[src/rtl/wsl_ram.sv]
// Generic single-port RAM with a registered read.
module wsl_ram #(
    parameter int WIDTH = 64,
    parameter int DEPTH = 64
) (
    input  logic                     i_clk,
    input  logic                     i_we,
    input  logic [$clog2(DEPTH)-1:0] i_addr,
    input  logic [WIDTH-1:0]         i_wdata,
    output logic [WIDTH-1:0]         o_rdata
);

    logic [WIDTH-1:0] r_mem [DEPTH];

    always_ff @(posedge i_clk) begin
        if (i_we) begin
            r_mem[i_addr] <= i_wdata;
        end
        o_rdata <= r_mem[i_addr];
    end

endmodule

[config.mk]
export PLATFORM = sky130hd
export DESIGN_NAME = wsl_ram
export DESIGN_NICKNAME = d
export VERILOG_FILES = /design/src/rtl/wsl_ram.sv
export SDC_FILE = /design/constraint.sdc
export NUM_CORES = 2
export LEC_CHECK = 0
export BUFFER_PORTS_ARGS = -buffer_cell sky130_fd_sc_hd__buf_2
export CORE_MARGIN = 1.5
export CORE_UTILIZATION = 50
export CTS_CLUSTER_SIZE = 14
export DETAILED_ROUTE_END_ITERATION = 8
export PLACE_DENSITY = 0.66
export SLEW_MARGIN = 15
export SYNTH_ARGS = -nofsm -noshare
export SYNTH_HDL_FRONTEND = slang
export SYNTH_SLANG_ARGS = --single-unit
[constraint.sdc]
create_clock -name i_clk -period 10.3 [get_ports i_clk]
set_input_delay 2.575 -clock i_clk [delete_from_list [all_inputs] [get_ports i_clk]]
set_output_delay 2.575 -clock i_clk [all_outputs]
set_load 0.02 [all_outputs]
==> Implementation_results.wiki <==
{| class="wikitable"
! Metric !! Value
|-
| Run status || complete, no violations
|-
| Effective utilization at floorplan || 0.503
|-
| Library cell used as clock root buffer || clkbuf_16
|-
| Power per cell area || 202 nW/um^2
|-
| Area growth, synth to finish || 12.2%
|-
| Core region area || 309000 um^2
|-
| GRT Overall Usage || 0.299
|-
| Startpoint of the most critical register-to-register path || r_mem[44][11]
|-
| F_max || 0.155 GHz
|-
| Critical-path cell list || buf_8 -> nor2_4 -> buf_4 -> nand2_1 -> nor2_4 -> buf_4
|-
| # rows || 204
|-
| Commonest cells post-synth || edfxtp_1 (4096), a22oi_1 (684), a221oi_1 (636), o22ai_1 (506), mux2i_1 (337)
|-
| Leakage dissipation || 54.3 nW
|-
| Cell depth of the worst hold path || 4
|-
| Async S/R FF share, synth || 0
|-
| Router iterations before antenna repair || 7
|-
| Detailed Route WL || 480000 um
|-
| Fraction of layout instances using a drive strength above 1 || 0.147
|-
| Clock transition at the register clock pins on the worst setup and hold paths after CTS || 60 ps
|-
| DRC Markers || 0
|-
| Die height || 561 um
|-
| Slew Viols, Final || 0
|-
| Type of destination of the critical path || flip-flop
|-
| Flip-flop and latch count after synthesis || 4160
|-
| Number of H-tree branching levels || 5
|-
| Syn_nets || 8691
|-
| Portion of synthesized cell area occupied by the leading cell type || 0.791
|-
| Die Footprint || 314000 um^2
|-
| Family of cells with the greatest summed delay on the critical path || simple AND/OR/NAND/NOR gates
|-
| Worst setup slack before clock tree synthesis || 3120 ps
|-
| Library cell contributing the largest single delay on the critical path || nor2_4
|-
| Final setup TNS || 0 ps
|-
| CTS tree || done
|-
| Top flip-flop cell by instance count after synthesis || edfxtp_1
|-
| Clock sinks || 4160
|-
| Total number of yosys warnings || 0
|-
| Setup violations, final || 0
|-
| Postcts setup bufs || 0
|-
| PortBufs || 135
|-
| Number of hold buffers added after CTS || 0
|-
| Setup repair after global routing missed its margin || false
|-
| Number of antenna violations at the first check in global routing || 23
|-
| Main area contributors after synthesis || edfxtp_1 (79%), a221oi_1 (3.6%), a22oi_1 (3.3%), mux2i_1 (2.2%), o22ai_1 (2.0%)
|-
| Data arrival time of the critical path || 6970 ps
|-
| Routed via count || 91400
|-
| Final hold violations || 0
|-
| Worst reg2reg path endpoint || o_rdata[11]
|-
| Setup CP Type || in -> reg
|-
| Compound-Gate Fraction of Synth Area || 0.113
|-
| Fraction of synthesized area in multiplexers || 0.0456
|-
| Class of the tightest hold or removal check || reg -> reg
|-
| Vias per cell || 6.90
|-
| Setup slack of the worst register-to-register path || 7880 ps
|-
| Dominant combinational cell family by area after synthesis || compound AO/OA/AOI/OAI gates
|-
| Clock latency at the later pin of the worst-skew pair || 950 ps
|-
| Share of the clock period used by the worst path || 0.627
|-
| Adder-Cell Fraction of Synth Area || 0
|-
| Count of boundary I/O pins || 136
|-
| Pin count of the biggest net entering global routing || 131
|-
| Sort of element at the start of the critical path || input pin
|-
| Routability congestion estimate || 0.866
|-
| Syn Std Cell Area || 155000 um^2
|-
| DP Wirelength || 252000 um
|-
| Via count of the first global-routing pass || 88300
|-
| Max_cap viols || 0
|-
| 1st-iter DRT viols || 15500
|-
| Worst path setup slack after routing || 3840 ps
|-
| Antenna-violating nets left || 0
|-
| Xor/xnor share of the synthesized area || 0
|-
| Post-cts repair resize count || 0
|-
| Synthesized-area fraction occupied by and/or/nand/nor cells || 0.0228
|-
| Setup skew after layout || 65.2 ps
|-
| Detailed-route wire length per cell || 36.3 um
|-
| Leading area contributor after synthesis || edfxtp_1
|-
| Num CTS Buffers || 403
|-
| Slew HR || 0.141
|-
| Worst-case reg-to-reg path depth || 5
|-
| First-pass GRT wire length || 667000 um
|-
| End point of the most critical hold path || o_rdata[23]
|-
| Sequential element share of the synthesized area || 0.799
|-
| Maximum buffer depth of the clock tree || 4
|-
| Most frequent cell after synthesis || edfxtp_1
|-
| Transition time at the pin with the least slew margin || 1280 ps
|-
| Buf+Inv Stages, Crit Path || 3
|-
| Width of the chip || 561 um
|-
| Fin crit period || 6460 ps
|-
| Max Fanout on Critical Path || 46
|-
| Worst setup path start || i_addr[1]
|-
| Synthesized instance count || 8619
|-
| IR drop worst, VDD || 0.166 mV
|-
| Number of nets in the layout || 8849
|-
| WP data required || 10810 ps
|-
| Synth Area per Inst || 18.0 um^2
|-
| Start point of the worst min-delay path || r_mem[18][23]
|-
| Number of enable-type register cells in the synthesized netlist || 4096
|-
| Unique cell type count in the Yosys netlist || 57
|-
| Total grt overflow || 0
|-
| Max stage delay on crit path || 1110 ps
|}
[flip-flops by register name, indices dropped and copies added (netlist names)]
name,flops
r_mem,4096
o_rdata,64
[area by class of cell]
type	count	area (um^2)
clock buffers	539	10900
well taps	4120	5150
diodes	13	32.5
fillers	22900	135000
inverters	3	28.8
multi-input cells	3801	28900
flip-flops and latches	4160	124000
clock inverters	192	1940
repair buffers	408	3170
[layer usage]
layer / vias up / GRT usage / wire length [um]
met4: 6 / 0.124 / 22000
met2: 6914 / 0.469 / 222000
met5: - / 0 / 38
met3: 1054 / 0.0629 / 59900
li1: 36500 / - / -
met1: 46900 / 0.408 / 176000
[worst reg2reg max path, cell delays in order, from the launching register on]
cell and delay (ps):
edfxtp_1 350, a22oi_1 270, o22ai_1 150, nor4_1 1040
o2111ai_1 250, nand3b_1 230
[layout by cell type (no fill, tap or decap), types with 36 or more instances in the layout]
master / synthesis / routed
nor2_1: 301 / 233
a21oi_1: 210 / 210
nor4_1: 58 / 57
dfxtp_1: 64 / 64
nand4_1: 36 / 36
mux4_2: 63 / 63
mux2_2: 203 / 203
o21ai_0: 139 / 139
buf_2: 253 / 126
clkinv_1: 0 / 61
a221oi_1: 636 / 636
buf_4: 23 / 247
edfxtp_1: 4096 / 4096
clkbuf_16: 0 / 407
clkinv_2: 0 / 69
nor2_4: 0 / 69
clkbuf_1: 280 / 110
nand2_1: 311 / 304
a22oi_1: 684 / 684
o22ai_1: 506 / 506
mux2i_1: 337 / 337
[logic make-up after synthesis]
kind of cell | Yosys count
AO/OA/AOI/OAI | 2389
buffers and inverters | 658
flip-flops | 4160
multiplexers | 604
AND/OR/NAND/NOR | 808
[how the worst max path moves through the flow]
stage	slack, ps	to	cells past startpoint
final	3840	r_mem[56][54]	6
after global routing	3880	r_mem[56][40]	6
after CTS	4060	r_mem[56][40]	6
after detailed placement	3120	r_mem[56][60]	6
after global placement	3200	r_mem[56][60]	6
after floorplan	3220	r_mem[15][0]	9
[metrics by stage]
stage	instances	hold slack (ps)	util	power [W]	instance area, um^2
final	13200	603	0.564	0.0352	174000
after global routing	13200	658	0.564	0.0359	174000
after CTS	13200	606	0.564	0.0352	174000
after detailed placement	12500	598	0.522	0.0210	161000
after global placement	12500	588	0.522	0.0210	161000
after floorplan	8619	559	-	0.0201	155000
[report_power, final]
part	internal [W]	switching, W	total (W)	leakage, nW
clock network	0.00826	0.00624	0.0145	6.29
registers	0.0187	0.000105	0.0189	37.4
logic	0.000481	0.00134	0.00182	10.6
total	0.0275	0.00769	0.0352	54.3
No activity file was read; power rests on OpenSTA's default activity.
