### src/rtl/wsl_div.sv
// Serial restoring divider: one quotient bit per cycle, magnitudes only.
module wsl_div #(
    parameter int NW = 40,
    parameter int DW = 26
) (
    input  logic          i_clk,
    input  logic          i_rst_n,
    input  logic          i_start,
    input  logic [NW-1:0] i_num,
    input  logic [DW-1:0] i_den,
    output logic          o_done,
    output logic [NW-1:0] o_quo
);

    localparam int CW = $clog2(NW + 1);

    logic [NW-1:0] r_quo;
    logic [DW:0]   r_rem;
    logic [DW-1:0] r_den;
    logic [CW-1:0] r_cnt;
    logic          r_busy;
    logic          r_done;
    logic [DW:0]   w_trial;
    logic [DW+1:0] w_diff;

    // Shift in the next numerator bit and try a subtract.
    assign w_trial = {r_rem[DW-1:0], r_quo[NW-1]};
    assign w_diff  = {1'b0, w_trial} - {2'b00, r_den};

    always_ff @(posedge i_clk) begin
        if (!i_rst_n) begin
            r_busy <= 1'b0;
            r_done <= 1'b0;
            r_cnt  <= '0;
        end else begin
            r_done <= 1'b0;
            if (i_start) begin
                r_busy <= 1'b1;
                r_cnt  <= CW'(NW);
            end else if (r_busy) begin
                r_cnt <= r_cnt - 1'b1;
                if (r_cnt == CW'(1)) begin
                    r_busy <= 1'b0;
                    r_done <= 1'b1;
                end
            end
        end
    end

    always_ff @(posedge i_clk) begin
        if (i_start) begin
            r_quo <= i_num;
            r_rem <= '0;
            r_den <= i_den;
        end else if (r_busy) begin
            if (!w_diff[DW+1]) begin
                r_rem <= w_diff[DW:0];
                r_quo <= {r_quo[NW-2:0], 1'b1};
            end else begin
                r_rem <= w_trial;
                r_quo <= {r_quo[NW-2:0], 1'b0};
            end
        end
    end

    assign o_done = r_done;
    assign o_quo  = r_quo;

endmodule

### config.mk
export PLATFORM = sky130hd
export DESIGN_NAME = wsl_div
export DESIGN_NICKNAME = d
export VERILOG_FILES = /design/src/rtl/wsl_div.sv
export SDC_FILE = /design/constraint.sdc
export NUM_CORES = 1
export LEC_CHECK = 0
export BUFFER_PORTS_ARGS = -buffer_cell sky130_fd_sc_hd__buf_2
export CORE_UTILIZATION = 60
export DETAILED_ROUTE_END_ITERATION = 6
export PLACE_DENSITY = 0.9
export SYNTH_ARGS = -nofsm -noshare
export SYNTH_HDL_FRONTEND = slang
export SYNTH_SLANG_ARGS = --single-unit
### constraint.sdc
create_clock -name i_clk -period 3.9 [get_ports i_clk]
set_input_delay 0 -clock i_clk [delete_from_list [all_inputs] [get_ports i_clk]]
set_output_delay 0 -clock i_clk [all_outputs]
set_load 0.05 [all_outputs]
==> flow_results.org, run 1 <==
** Worst setup path
- CP Max Fanout :: 20
- STA classifies the critical path startpoint as a flop.
- Walking the worst path, the cells encountered are inv_1 -> ha_1 -> nand2_1 -> nor2_1 -> nand4_1 -> a21oi_2 -> o211a_1 -> nor2_1 -> a2111oi_0.
- The kind of cell with the highest combined delay along the critical path is compound AO/OA/AOI/OAI gates.
- For the worst setup path, the data required time is between 4 and 5 ns.
- By startpoint and endpoint, the worst setup path is classified as flop to flop.
- The critical path starts at r_den[15]$_DFFE_PP_.
- The endpoint identified for the worst register-to-register timing path is r_rem[6]$_SDFFE_PP0P_.
- Slowest Stage Delay on Critical Path :: 0.63 ns
- Among the stages of the critical path, the cell type that occurs most often is sky130_fd_sc_hd__nor2_1.
- STA puts the critical path data arrival time at 3.44 ns.
- Worst reg-to-reg path cell count :: 9
- Counting both buffers and inverters, the worst setup path holds a total of 1.
- Critical-path top delay cell :: sky130_fd_sc_hd__o211a_1
- The startpoint identified for the worst register-to-register timing path is r_den[15]$_DFFE_PP_.
- Critical path capture point type :: flop
- Setup slack of the most critical reg-to-reg path :: 0.71 ns

** Power and ir drop
- Of the total power, registers draw 0.456.
- Across the VDD grid, the largest voltage drop is 0.000241 V.
- The share of total power dissipated in the clock network is 0.257.
- Reported net switching power :: 1.04 mW
- Of the total power, the share spent switching nets is 0.366.
- Cell internal power was estimated by the tool at approximately 1.8 mW.
- Power density normalized to cell area :: 401 mW/mm^2
- P_leak :: slightly above 3 nW
- Of the total power, combinational logic draws 0.288.

** Yosys
- Largest family of logic cells by synthesized area :: compound AO/OA/AOI/OAI gates
- Avg Inst Size Synth :: about 10 sq um
- Post-synthesis sequential area ratio :: 0.473
- The Yosys step of the flow raised 0 warnings.
- Summing every instance area after synthesis gives between 0.005 and 0.006 sq mm.
- Counting flops with an async set or reset pin after synthesis yields a share of 0.
- Compound-gate portion of the synthesized area :: 0.182
- Of the total synthesized cell area, the portion taken by XOR and XNOR cells is 0.0327.
- Synthesis produced between 500 and 600 cells.
- Of the total synthesized cell area, the portion taken by AND, OR, NAND and NOR gates is 0.116.
- Among all flip-flop cells after synthesis, the most frequent one is sky130_fd_sc_hd__edfxtp_1.
- The number of different library cells used by synthesis comes to 62.
- Fraction of synthesized area in multiplexers :: 0.0871
- Seq cells post-synth :: 100
- Nets in the synthesized netlist :: roughly 640
- EDFF count, synth :: 66
- Adder-cell area share of the yosys netlist :: 0.0658

** GRT
- GRT overflow :: 0
- Maximum number of pins on one net before global-route repair :: 59
- The first global-routing pass estimated between 20000 and 30000 microns of wire.
- Initial antenna violation count :: 0
- Global Route Usage Sum :: 0.339
- The via count of the first global-routing pass was roughly 5100.

** Timing
- In this run the tightest slew margin relative to its limit is 0.535.
- RSZ-0062 raised after global routing :: false
- For the pin with the worst max-slew slack, the measured transition is between 0.6 and 0.7 ns.
- Maximum clock frequency :: roughly 310 MHz
- For the final routed database, the setup TNS stands at 0 ns.
- After layout, the worst setup slack is between 0.7 and 0.8 ns.
- Final worst-path cycle share :: 0.819
- Across the routed clock network, the largest skew measured is around 0.029 ns.
- The count of final max-slew check failures was 0.
- Minimum hold slack :: roughly 0.18 ns
- The smallest clock period supported by the final layout is computed as roughly 3.2 ns.
- Setup violations remaining at the end of the flow were counted as 0.
- The number of hold-slack violations in the final timing report is 0.

** Clock tree
- In this run, post-CTS hold repair placed 67 buffers.
- No sink is reached through more buffers than the 2 on the longest clock path.
- Clock tree sinks :: 100
- TritonCTS clock tree :: yes
- For the worst-skew pair, the clock arrives at the later sink with an insertion delay of 0.40 ns.
- Number of clock buffers inserted by TritonCTS :: 9
- Post-CTS timing repair inserted 0 buffers for setup.
- Clock-pin slew on the worst setup and hold paths :: between 0.1 and 0.15 ns
- Clock tree root driver cell :: sky130_fd_sc_hd__clkbuf_8
- Post-cts resize count :: 0
- The clock tree synthesis step divided the H-tree into 3 levels.

** Route
- After detailed routing, the number of remaining DRC violations is 1.
- The count of nets left with antenna violations once routing finished came out at 0.
- Number of optimization iterations in the first detailed-route pass :: 7
- In the final routed layout, each cell accounts on average for just under 20 microns.
- Detailed routing inserted a total of ~5100 vias.
- After detailed routing, the number of vias per cell comes to 6.30.
- 1st-iter DRT viols :: 530
- Post-Route WL :: 16200 microns

** Outcome
- The flow ran to the end, but the final reports show violations.
- The checks that failed: DRC.

** Floorplanning
- In this run the count of I/O pins placed on the die edge is 110.
- Total number of placement rows :: 34
- Core Box Area :: between 0.008 and 0.009 sq mm
- Y dimension of the die :: ~100 microns
- For this configuration, the core starts out at a cell density of 0.633.
- Die outline area :: 0.00977 sq mm
- DIE WIDTH :: between 90 and 100 microns

** Final layout
- Count of inserted antenna diode cells :: 0
- Leaving out fill and tap cells, the most frequent cell in the layout is sky130_fd_sc_hd__buf_2.
- Footprint of the multi-input gates :: approximately 0.0027 sq mm
- Of the cells placed in the final design, the portion with a size suffix greater than 1 is 0.252.
- Footprint of the flip-flops and latches :: 0.00266 sq mm
- Number of filler cells placed in the layout :: 510
- Commonest cells after routing, fill and taps aside :: sky130_fd_sc_hd__buf_2 (108), sky130_fd_sc_hd__dlygate4sd3_1 (67), sky130_fd_sc_hd__edfxtp_1 (66), sky130_fd_sc_hd__nor2_1 (49), sky130_fd_sc_hd__mux2_2 (40)
- For this run, the post-layout net count is 800.
- Utilization of the core after routing :: 0.801
- From synthesis to final layout, the design area changed by 26.5%.

** Min path
- Path type of the worst min-delay path :: input port to flop
- Number of cells traversed by the worst hold path :: 1
- The path with the worst hold slack has its endpoint at r_den[11]$_DFFE_PP_.
- Worst Hold Launch :: i_start

** Run
- Across the run, the number of max-cap violations was 0.

** Placement
- PortBufs :: roughly 110
- OpenSTA, run right after detailed placement, puts the worst setup slack at approximately 0.94 ns.
- Routability-driven placement finished with a final weighted congestion of between 0.9 and 1.
- Detailed placer's ending HPWL :: 9310 microns
## metal layers
layer	vias to the layer above	GRT usage	share of wire
li1	2346	-	-
met1	2401	0.406	0.38
met2	325	0.597	0.50
met3	63	0.0667	0.080
met4	0	0.144	0.042
met5	-	0	0
## cell usage after synthesis (8+ instances only)
master / n / share of area
sky130_fd_sc_hd__a21o_1: 19 / 0.025
sky130_fd_sc_hd__o21ai_0: 28 / 0.025
sky130_fd_sc_hd__edfxtp_1: 66 / 0.35
sky130_fd_sc_hd__xnor2_1: 8 / 0.012
sky130_fd_sc_hd__clkbuf_1: 18 / 0.012
sky130_fd_sc_hd__dfxtp_1: 34 / 0.12
sky130_fd_sc_hd__nand3_1: 20 / 0.018
sky130_fd_sc_hd__a21oi_1: 26 / 0.023
sky130_fd_sc_hd__nor3_1: 9 / 0.0080
sky130_fd_sc_hd__mux2_2: 40 / 0.080
sky130_fd_sc_hd__a311oi_1: 14 / 0.022
sky130_fd_sc_hd__inv_1: 31 / 0.021
sky130_fd_sc_hd__nand2_1: 28 / 0.019
sky130_fd_sc_hd__xor2_1: 13 / 0.020
sky130_fd_sc_hd__ha_1: 28 / 0.062
sky130_fd_sc_hd__nor2_1: 49 / 0.033
## kinds of logic (layout without fill, tap and decap cells)
kind of cell               count (synthesis)  in the layout
adders and majority gates                 29             29
buffers and inverters                     59            228
and+or+nand+nor                          138            138
AOI/OAI and AO/OA                        147            147
DFF                                      100            100
xor gates and xnor gates                  21             21
muxes                                     44             44
## sequential cells by signal, indices dropped and copies added, names as in the netlist
| name | flops |
|---|---|
| r_den | 26 |
| r_busy | 1 |
| o_quo | 40 |
| o_done | 1 |
| r_cnt | 6 |
| r_rem | 26 |
## worst register-to-register path, stage by stage (launching register included)
cell	delay, ns
sky130_fd_sc_hd__edfxtp_1	0.35
sky130_fd_sc_hd__inv_1	0.04
sky130_fd_sc_hd__ha_1	0.46
sky130_fd_sc_hd__nand2_1	0.25
sky130_fd_sc_hd__nor2_1	0.22
sky130_fd_sc_hd__nand4_1	0.14
sky130_fd_sc_hd__a21oi_2	0.21
sky130_fd_sc_hd__o211a_1	0.63
sky130_fd_sc_hd__nor2_1	0.29
sky130_fd_sc_hd__a2111oi_0	0.47
## power by group through the flow
stage | sequential, mW | combinational (mW) | clock (mW)
6_report | 1.30 | 0.821 | 0.732
5_1_grt | 1.31 | 0.871 | 0.767
4_1_cts | 1.29 | 0.791 | 0.711
3_5_place_dp | 1.31 | 0.732 | 0
3_3_place_gp | 1.31 | 0.710 | 0
2_1_floorplan | 1.46 | 0.401 | 0
## per-stage QoR
step                area (sq um)  cells  total power, mW
finish                      7120    815             2.85
CTS                         7120    815             2.79
global route                7120    815             2.95
detailed placement          6230    732             2.04
floorplan                   5630    538             1.86
global placement            6230    732             2.02
## how the worst max path moves through the flow
stage,end,cells past startpoint
final,r_rem[6]$_SDFFE_PP0P_,9
after global routing,r_rem[6]$_SDFFE_PP0P_,9
after CTS,r_rem[6]$_SDFFE_PP0P_,10
after detailed placement,o_quo[0]$_DFFE_PP_,10
after global placement,o_quo[0]$_DFFE_PP_,10
after floorplan,r_rem[22]$_SDFFE_PP0P_,11
## final cells by class
| class | instances | area share |
|---|---|---|
| tap | 108 | 0.0190 |
| timing repair buffer | 181 | 0.176 |
| multi-input combinational | 379 | 0.383 |
| sequential | 100 | 0.374 |
| clock inverter | 7 | 0.0135 |
| inverter | 31 | 0.0163 |
| clock buffer | 9 | 0.0174 |
No activity file was read; power rests on OpenSTA's default activity.
==> run 2, diff against run 1 <==
--- a/config.mk
+++ b/config.mk
@@ -5,10 +5,11 @@
 export SDC_FILE = /design/constraint.sdc
 export NUM_CORES = 1
 export LEC_CHECK = 0
+export ABC_AREA = 1
 export BUFFER_PORTS_ARGS = -buffer_cell sky130_fd_sc_hd__buf_2
-export CORE_UTILIZATION = 60
+export CORE_UTILIZATION = 51
 export DETAILED_ROUTE_END_ITERATION = 6
-export PLACE_DENSITY = 0.9
+export PLACE_DENSITY = 0.81
 export SYNTH_ARGS = -nofsm -noshare
 export SYNTH_HDL_FRONTEND = slang
 export SYNTH_SLANG_ARGS = --single-unit
==> constraint.sdc (replaced) <==
create_clock -name i_clk -period 2.63 [get_ports i_clk]
set_input_delay 0 -clock i_clk [delete_from_list [all_inputs] [get_ports i_clk]]
set_output_delay 0 -clock i_clk [all_outputs]
set_load 0.05 [all_outputs]
==> run 2 against run 1 <==
Against the previous run:
- the run still ends with DRC left
- global-route usage fell by 5.8 points
- clock power grew 94%
- non-clock buffer count is 2 higher
- hold slack got worse by 0.14 ns
- highest routed layer unchanged
==> flow_results.org, run 2 <==
** Power and ir drop
- Logic pwr share :: 0.192
- Of the total power, registers draw 0.459.
- Cell-internal power :: between 2 and 3 mW
- Power density normalized to cell area :: between 500 and 600 mW/mm^2
- The analysis attributes to net switching a power of 1.23 mW.
- Peak supply drop :: 0.000458 V
- In this run the static leakage power is 4.12 nW.
- Portion of total power attributed to the clock network :: 0.349
- Of the total power, the share spent switching nets is 0.302.

** Yosys
- The commonest cells after synthesis are sky130_fd_sc_hd__nand2_1 (354), sky130_fd_sc_hd__inv_1 (149), sky130_fd_sc_hd__nand3_1 (73), sky130_fd_sc_hd__edfxtp_1 (66), sky130_fd_sc_hd__nor2_1 (43).
- Yosys mapped the design onto 31 distinct sky130hd cell types.
- Counting flops with an async set or reset pin after synthesis yields a share of 0.
- Total number of yosys warnings :: 0
- Dominant register cell in the synthesized netlist :: sky130_fd_sc_hd__edfxtp_1
- EDFF count, synth :: 66
- Cell count after synthesis :: 846
- Most instantiated library cell after synthesis :: sky130_fd_sc_hd__nand2_1
- Combined area of all synthesized cells :: between 0.006 and 0.007 sq mm
- Seq cells post-synth :: 100
- Avg Inst Size Synth :: roughly 7 sq um
- For this run, the register share of the synthesized area comes to 0.440.
- Of all cell types, the one taking the most synthesized area is sky130_fd_sc_hd__edfxtp_1.
- After synthesis, the cell types taking the most area are sky130_fd_sc_hd__edfxtp_1 (33%), sky130_fd_sc_hd__nand2_1 (22%), sky130_fd_sc_hd__dfxtp_1 (11%).
- Nets in the synthesized netlist :: approximately 940
- The share of synthesized area in the top cell type comes to 0.327.

** Floorplanning
- The die covers between 0.01 and 0.015 sq mm.
- In this run the count of I/O pins placed on the die edge is 110.
- Measured along the x axis, the die boundary spans ~110 microns.
- Measured along the y axis, the die boundary spans around 110 microns.
- Total number of placement rows :: 39
- After floorplanning, the core was sized to cover around 0.012 sq mm.
- Starting utilization of the core area :: 0.526

** Worst setup path
- STA classifies the critical path endpoint as a flop.
- CP Buf/Inv Count :: 2
- Most frequent CP cell :: sky130_fd_sc_hd__nand2_1
- Slowest Stage Delay on Critical Path :: about 0.43 ns
- The worst setup path is launched from a flop.
- Setup slack of the most critical reg-to-reg path :: around 0.43 ns
- Cell family with most CP delay :: simple AND/OR/NAND/NOR gates
- Critical-path top delay cell :: sky130_fd_sc_hd__fa_1
- Crit path required time :: about 2.9 ns
- At the worst endpoint, the arrival time is between 2 and 2.5 ns.
- The critical path is of the flop to flop type.
- Series of cell instances along the critical path :: inv_1 -> ha_1 -> inv_1 -> fa_1 -> nand3_1 -> nand3_1 -> nand2_1 -> nand2_1 -> nand2_1 -> nand3b_1 -> nand2_1 -> nand2_1 -> nand3_1 -> o21ai_0
- CP Max Fanout :: 4

** Route
- Summed over all layers, the routed wires come to 16600 microns.
- 1st-iter DRT viols :: 422
- Dividing the detail-routed via count by the number of cells gives slightly above 5.
- Dividing the detail-routed wire length by the instance count gives between 10 and 15 microns.
- After detailed routing, the number of remaining DRC violations is 2.
- The first detailed-routing pass took 7 iterations.
- Antenna Violating Nets Remaining :: 0
- Routed via count :: just under 6000

** Final layout
- Of the cells placed in the final design, the portion with a size suffix greater than 1 is 0.138.
- 0 antenna diodes ended up in the layout.
- Footprint of the multi-input gates :: 0.00272 sq mm
- Counting the fill cells in the layout gives roughly 950.
- The register with the most flip-flops in the layout has 40 of them.
- Footprint of the flip-flops and latches :: roughly 0.0027 sq mm
- Final instance area :: slightly below 0.008 sq mm
- The library cells used most frequently in the layout, excluding fill and tap cells, are sky130_fd_sc_hd__nand2_1 (354), sky130_fd_sc_hd__inv_1 (148), sky130_fd_sc_hd__buf_2 (109), sky130_fd_sc_hd__nand3_1 (73).
- Compared with the post-synthesis result, the final layout area differs by 27.3%.
- Utilization of the core after routing :: 0.669
- The library cell used most frequently in the layout, excluding fill and tap cells, is sky130_fd_sc_hd__nand2_1.
- Number of nets in the final layout :: roughly 1100

** Timing
- Once routing completed, OpenROAD measured the worst setup slack at 0.432 ns.
- For this run, the top clock speed supported by timing is between 400 and 500 MHz.
- Final setup violation count :: 0
- Of the available clock period, the critical path in the final layout requires 0.836.
- Setup repair after global routing left no endpoint under its margin.
- Hold Vio Cnt, Final :: 0
- Across the routed clock network, the largest skew measured is between 0.01 and 0.015 ns.
- Relative slew slack :: 0.536
- Minimum hold slack :: approximately 0.047 ns
- Setup TNS Final :: 0 ns
- Number of pins exceeding their max-slew limit in the final report :: 0
- At the pin with the least slew margin, the transition time is about 0.69 ns.
- Time the worst path needs with I/O delays and setup :: 2.20 ns

** GRT
- The first global-routing pass estimated around 27000 microns of wire.
- Entering global routing, the biggest net connects 46 pins.
- The via count of the first global-routing pass came to 5913.
- GRT overflow :: 0
- The number of antenna violations at the first check in global routing came to 0.
- For this run, the total global-route usage over all layers was measured as 0.282.

** Clock tree
- Clock tree sinks :: 100
- Clock tree root driver cell :: sky130_fd_sc_hd__clkbuf_16
- Once the clock tree was built, the resizer swapped 0 gates to a different size.
- The number of hold buffers added after CTS was 66.
- The H-tree was split into 3 levels.
- Total setup buffers inserted after CTS :: 0
- Maximum buffer depth of the clock tree :: 2
- Number of clock buffers inserted by TritonCTS :: 9
- TritonCTS built the clock tree.
- The clock reaches the later pin of the worst-skew pair after approximately 0.36 ns.
- Clock-pin slew on the worst setup and hold paths :: approximately 0.070 ns

** Placement
- DP Area :: approximately 0.0067 sq mm
- At the placement stage, the worst setup path has a slack of 0.435 ns.
- Final RePlAce weighted congestion :: 0.935
- The count of buffers added on input and output ports is ~110.
- The HPWL after detailed placement is 10900 microns.

** Outcome
- The final reports fail on DRC.
- Outcome :: finished with violations

** Min path
- The min-delay analysis places its worst path in the category input port to flop.

** Run
- The tool flagged a number of max-cap violations equal to 0.
==> run 2: cell count changes after synthesis, moves of 10 or more <==
cell	change
sky130_fd_sc_hd__nand2_1	+326
sky130_fd_sc_hd__inv_1	+118
sky130_fd_sc_hd__nand3_1	+53
sky130_fd_sc_hd__mux2_2	-40
sky130_fd_sc_hd__o21ai_0	-21
sky130_fd_sc_hd__a21o_1	-19
sky130_fd_sc_hd__a311oi_1	-14
sky130_fd_sc_hd__xor2_1	-12
sky130_fd_sc_hd__a21oi_1	-10
sky130_fd_sc_hd__nand3b_1	+10
==> run 2: routing by layer <==
metal,part of all wire,vias up,global-route usage
met1,0.43,2670,0.347
met2,0.46,269,0.478
li1,-,2982,-
met4,0.034,0,0.129
met3,0.075,45,0.0541
met5,0,-,0
==> run 2: worst paths after layout <==
path / cells past startpoint / endpoint / startpoint
min reg2reg: 2 / r_rem[20]$_SDFFE_PP0P_ / r_rem[20]$_SDFFE_PP0P_
max reg2reg: 14 / r_rem[12]$_SDFFE_PP0P_ / o_quo[39]$_DFFE_PP_
max: 14 / r_rem[12]$_SDFFE_PP0P_ / o_quo[39]$_DFFE_PP_
min: 3 / o_quo[6]$_DFFE_PP_ / i_start
==> run 2: cell families (layout without fill, tap and decap cells) <==
family / after synthesis / count (layout) / share of synthesized area
compound gates: 35 / 35 / 0.0320
xor+xnor: 10 / 10 / 0.0145
fa+ha+maj: 29 / 29 / 0.0612
buf+inv: 170 / 349 / 0.111
flops: 100 / 100 / 0.440
simple gates: 502 / 502 / 0.342
==> run 2: area by class of cell <==
type | count | area share
Clock buffer | 10 | 0.0310
Timing Repair Buffer | 183 | 0.164
Clock inverter | 6 | 0.00990
Multi-Input combinational cell | 576 | 0.353
Tap cell | 143 | 0.0232
Inverter | 150 | 0.0730
Sequential cell | 100 | 0.345
==> run 2: worst register-to-register path: cells and delay by family (launching register included) <==
| kind | cells | cell delay [ns] |
|---|---|---|
| AND/OR/NAND/NOR | 9 | 0.88 |
| flip-flops | 1 | 0.38 |
| buffers and inverters | 2 | 0.16 |
| adder cells (fa/ha/maj) | 2 | 0.58 |
| AO/OA/AOI/OAI | 1 | 0.07 |
==> run 2: power by group through the flow <==
stage          logic [mW]  clock network, mW  registers, mW
5_1_grt             0.840               1.50           1.87
3_3_place_gp        0.679                  0           1.89
3_5_place_dp        0.689                  0           1.89
2_1_floorplan       0.265                  0           2.11
6_report            0.780               1.42           1.86
4_1_cts             0.765               1.43           1.86
==> run 2: per-stage QoR <==
step	total power, mW	instances
finish	4.06	1168
global route	4.21	1168
CTS	4.05	1168
detailed placement	2.58	1086
global placement	2.57	1086
floorplan	2.37	846
==> run 3, diff against run 2 <==
==> constraint.sdc (replaced) <==
create_clock -name i_clk -period 2 [get_ports i_clk]
set_input_delay 0 -clock i_clk [delete_from_list [all_inputs] [get_ports i_clk]]
set_output_delay 0 -clock i_clk [all_outputs]
set_load 0.05 [all_outputs]
==> run 3 against run 2 <==
Against the previous run:
- the flow finishes with violations (DRC, setup timing)
- utilization is 8.3 points higher
- largest power group unchanged
- clock-buffer cell count is 1 higher
- flip-flop and latch count stayed put
- final area rose by 12%
- largest cell class unchanged
- routed wire length grew 15%
- critical path depth decreased by 1
- power increased by 32%
- via count rose by 8.2%
- hold slack got worse by 0.036 ns
- register-to-register slack got worse by 0.43 ns
- fmax grew 9.9%
- sequential share of layout area is 3.8 points lower
==> flow_results.org, run 3 (same netlist as run 2, synthesis figures left out) <==
** Outcome
- The run finished, with violations left.
- The final reports fail on DRC, setup timing.

** Final layout
- Number of filler cells placed in the layout :: a little under 800
- Footprint of the multi-input gates :: between 0.003 and 0.004 sq mm
- Leaving out fill and tap cells, the most frequent cell in the layout is sky130_fd_sc_hd__nand2_1.
- Fraction of final layout cells sized beyond drive strength 1 :: 0.261
- From synthesis to final layout, the design area changed by 43.1%.
- The number of antenna diodes in the final layout is 0.
- Number of flip-flops in the largest register :: 40
- Commonest cells after routing, fill and taps aside :: sky130_fd_sc_hd__nand2_1 (318), sky130_fd_sc_hd__inv_1 (133), sky130_fd_sc_hd__buf_2 (111), sky130_fd_sc_hd__dlygate4sd3_1 (66), sky130_fd_sc_hd__edfxtp_1 (66)
- Footprint of the flip-flops and latches :: approximately 0.0027 sq mm
- Final Instance Count excl. Fillers :: roughly 1200
- Measured on the finished design, the core utilization comes to 0.752.
- Number of nets in the final layout :: about 1200

** Timing
- At the pin with the least slew margin, the transition time is between 0.7 and 0.8 ns.
- RSZ-0062 raised after global routing :: true
- Max Clock Skew :: about 0.012 ns
- In this run the tightest slew margin relative to its limit is 0.501.
- Final setup violation count :: 1
- Once routing completed, OpenROAD measured the worst setup slack at -0.000124 ns.
- Hold Vio Cnt, Final :: 0
- Setup TNS Final :: -0.000124 ns
- After layout, the minimum clock period comes to 2.00 ns.
- Final worst-path cycle share :: 1.00
- For this run, the top clock speed supported by timing is 500 MHz.
- Number of pins exceeding their max-slew limit in the final report :: 0

** Floorplanning
- DIE WIDTH :: 111 microns
- For this configuration, the core starts out at a cell density of 0.526.
- Die outline area :: 0.0123 sq mm
- Number of ports placed on the die boundary :: 110
- From bottom edge to top edge, the die measures about 110 microns.
- Core Box Area :: roughly 0.012 sq mm
- The floorplan has 39 rows.

** Clock tree
- The number of clock buffers added by TritonCTS is 9.
- Clock-pin slew was measured on the worst setup and hold paths at 0.07 ns.
- TritonCTS built the clock tree.
- The H-tree generated during clock tree synthesis spans 3 levels.
- Skew-Pair Late Insertion Delay :: between 0.3 and 0.4 ns
- Clock tree sinks :: 100
- CTS placed an instance of sky130_fd_sc_hd__clkbuf_16 at the clock tree root.
- In this run the deepest clock path goes through 2 buffers.

** Route
- Post-detailed-route DRC marker count :: 2
- In the final routed layout, each cell accounts on average for between 15 and 20 microns.
- For this block, the initial DRC count from the detailed router was 502.
- Post-Route WL :: between 15000 and 20000 microns
- Number of optimization iterations in the first detailed-route pass :: 7
- In the routed layout, each cell is associated on average with a via count of 5.34.
- Routed via count :: approximately 6500
- Antenna Violating Nets Remaining :: 0

** Placement
- Port buffering added between 100 and 150 buffers.
- Timing analysis after detailed placement gives a worst setup slack of -0.0938 ns.
- Summed over all nets, the half-perimeter wirelength after detailed placement is roughly 11000 microns.
- Routability-driven placement finished with a final weighted congestion of 0.970.
- Placed Cells :: between 1000 and 1500

** GRT
- GRT overflow :: 0
- The first global-routing pass estimated approximately 29000 microns of wire.
- Global Route Usage Sum :: 0.297
- The number of antenna violations at the first check in global routing is 0.
- Entering global routing, the biggest net connects 46 pins.
- The via count of the first global-routing pass was between 6000 and 7000.

** Worst setup path
- By startpoint and endpoint, the worst setup path is classified as flop to flop.
- Along the worst path, the maximum fanout reaches 3.
- Traced cell by cell, the critical path runs through inv_2 -> ha_4 -> inv_4 -> buf_4 -> nand3_1 -> nand3_2 -> buf_4 -> nand2_1 -> nand2_1 -> xnor2_1 -> nand2_1 -> nand3_1 -> o21ai_1.
- Grouping stages by cell kind, the critical path spends the most delay in simple AND/OR/NAND/NOR gates.
- STA puts the critical path data required time at approximately 2.2 ns.
- Slowest Stage Delay on Critical Path :: roughly 0.42 ns
- Most frequent CP cell :: sky130_fd_sc_hd__nand2_1
- In this run the worst setup path begins at o_quo[39]$_DFFE_PP_.
- Data arrival time of the worst path :: 2.24 ns
- Type of element launching the critical path :: flop
- The worst setup path is captured at a flop.
- Critical-path top delay cell :: sky130_fd_sc_hd__edfxtp_1
- CP Buf/Inv Count :: 4
- The worst register-to-register path begins at o_quo[39]$_DFFE_PP_.

** Power and ir drop
- Total Power :: approximately 5.4 mW
- P_leak :: between 4 and 5 nW
- Power density normalized to cell area :: slightly above 600 mW/mm^2
- Peak supply drop :: between 0.0009 and 0.001 V

** Min path
- Worst Hold Launch :: i_num[0]
- The tightest min-delay check is of the input port to flop type.

** Run
- The tool flagged a number of max-cap violations equal to 0.
## run 3: cell types whose count changed in the layout (fill, tap and decap cells not counted), moves of 8 or more
cell,delta
sky130_fd_sc_hd__nand2_1,-36
sky130_fd_sc_hd__nand2_2,+28
sky130_fd_sc_hd__buf_4,+27
sky130_fd_sc_hd__ha_1,-22
sky130_fd_sc_hd__ha_4,+22
sky130_fd_sc_hd__inv_1,-15
sky130_fd_sc_hd__inv_2,+14
sky130_fd_sc_hd__nand3_1,-9
sky130_fd_sc_hd__nand3_2,+8
sky130_fd_sc_hd__nor2_1,-8
## run 3: final cells by class
class	count	share of cell area
Clock buffer	11	0.0280
Clock inverter	5	0.00476
Inverter	150	0.0653
Multi-Input combinational cell	576	0.377
Sequential cell	100	0.307
Tap cell	143	0.0206
Timing Repair Buffer	225	0.197
## run 3: path summary, 6_finish.rpt
path	endpoint	slack (ns)	depth (start not counted)
setup reg to reg	r_rem[7]$_SDFFE_PP0P_	-0.0001	13
hold reg to reg	r_rem[18]$_SDFFE_PP0P_	0.47	2
setup / recovery	r_rem[7]$_SDFFE_PP0P_	-0.0001	13
hold / removal	o_quo[0]$_DFFE_PP_	0.01	3
## run 3: through the flow
step	hold slack [ns]	cell area, sq um
3_5_place_dp	0.178	6980
4_1_cts	0.0337	7960
3_3_place_gp	0.176	6980
2_1_floorplan	0.0989	6090
6_report	0.0105	8670
5_1_grt	0.0573	8670
## run 3: power by group
part | switching [mW] | internal [mW] | leakage, nW
sequential | 0.0892 | 2.37 | 0.941
combinational | 0.774 | 0.434 | 3.37
clock | 0.805 | 0.895 | 0.138
## run 3: what timing repair did
item,in CTS,in global routing
endpoints found under the hold margin,68,0
endpoints found under the setup margin,9,27
resized for setup,6,110
setup buffers,2,9
cloned,0,6
pin swaps,1,33
hold buffers,66,0
## run 3: tightest hold or removal path: cells and delay by family
family / cells / cell delay [ns]
compound gates: 1 / 0.13
simple gates: 1 / 0.04
buf+inv: 1 / 0.08
## run 3: routing by layer
metal  part of all wire  GRT usage  vias up
met5                  0          0        -
met4              0.042      0.146        0
met3              0.090     0.0634       79
met2               0.49      0.509      381
met1               0.38      0.353     2925
li1                   -          -     3072
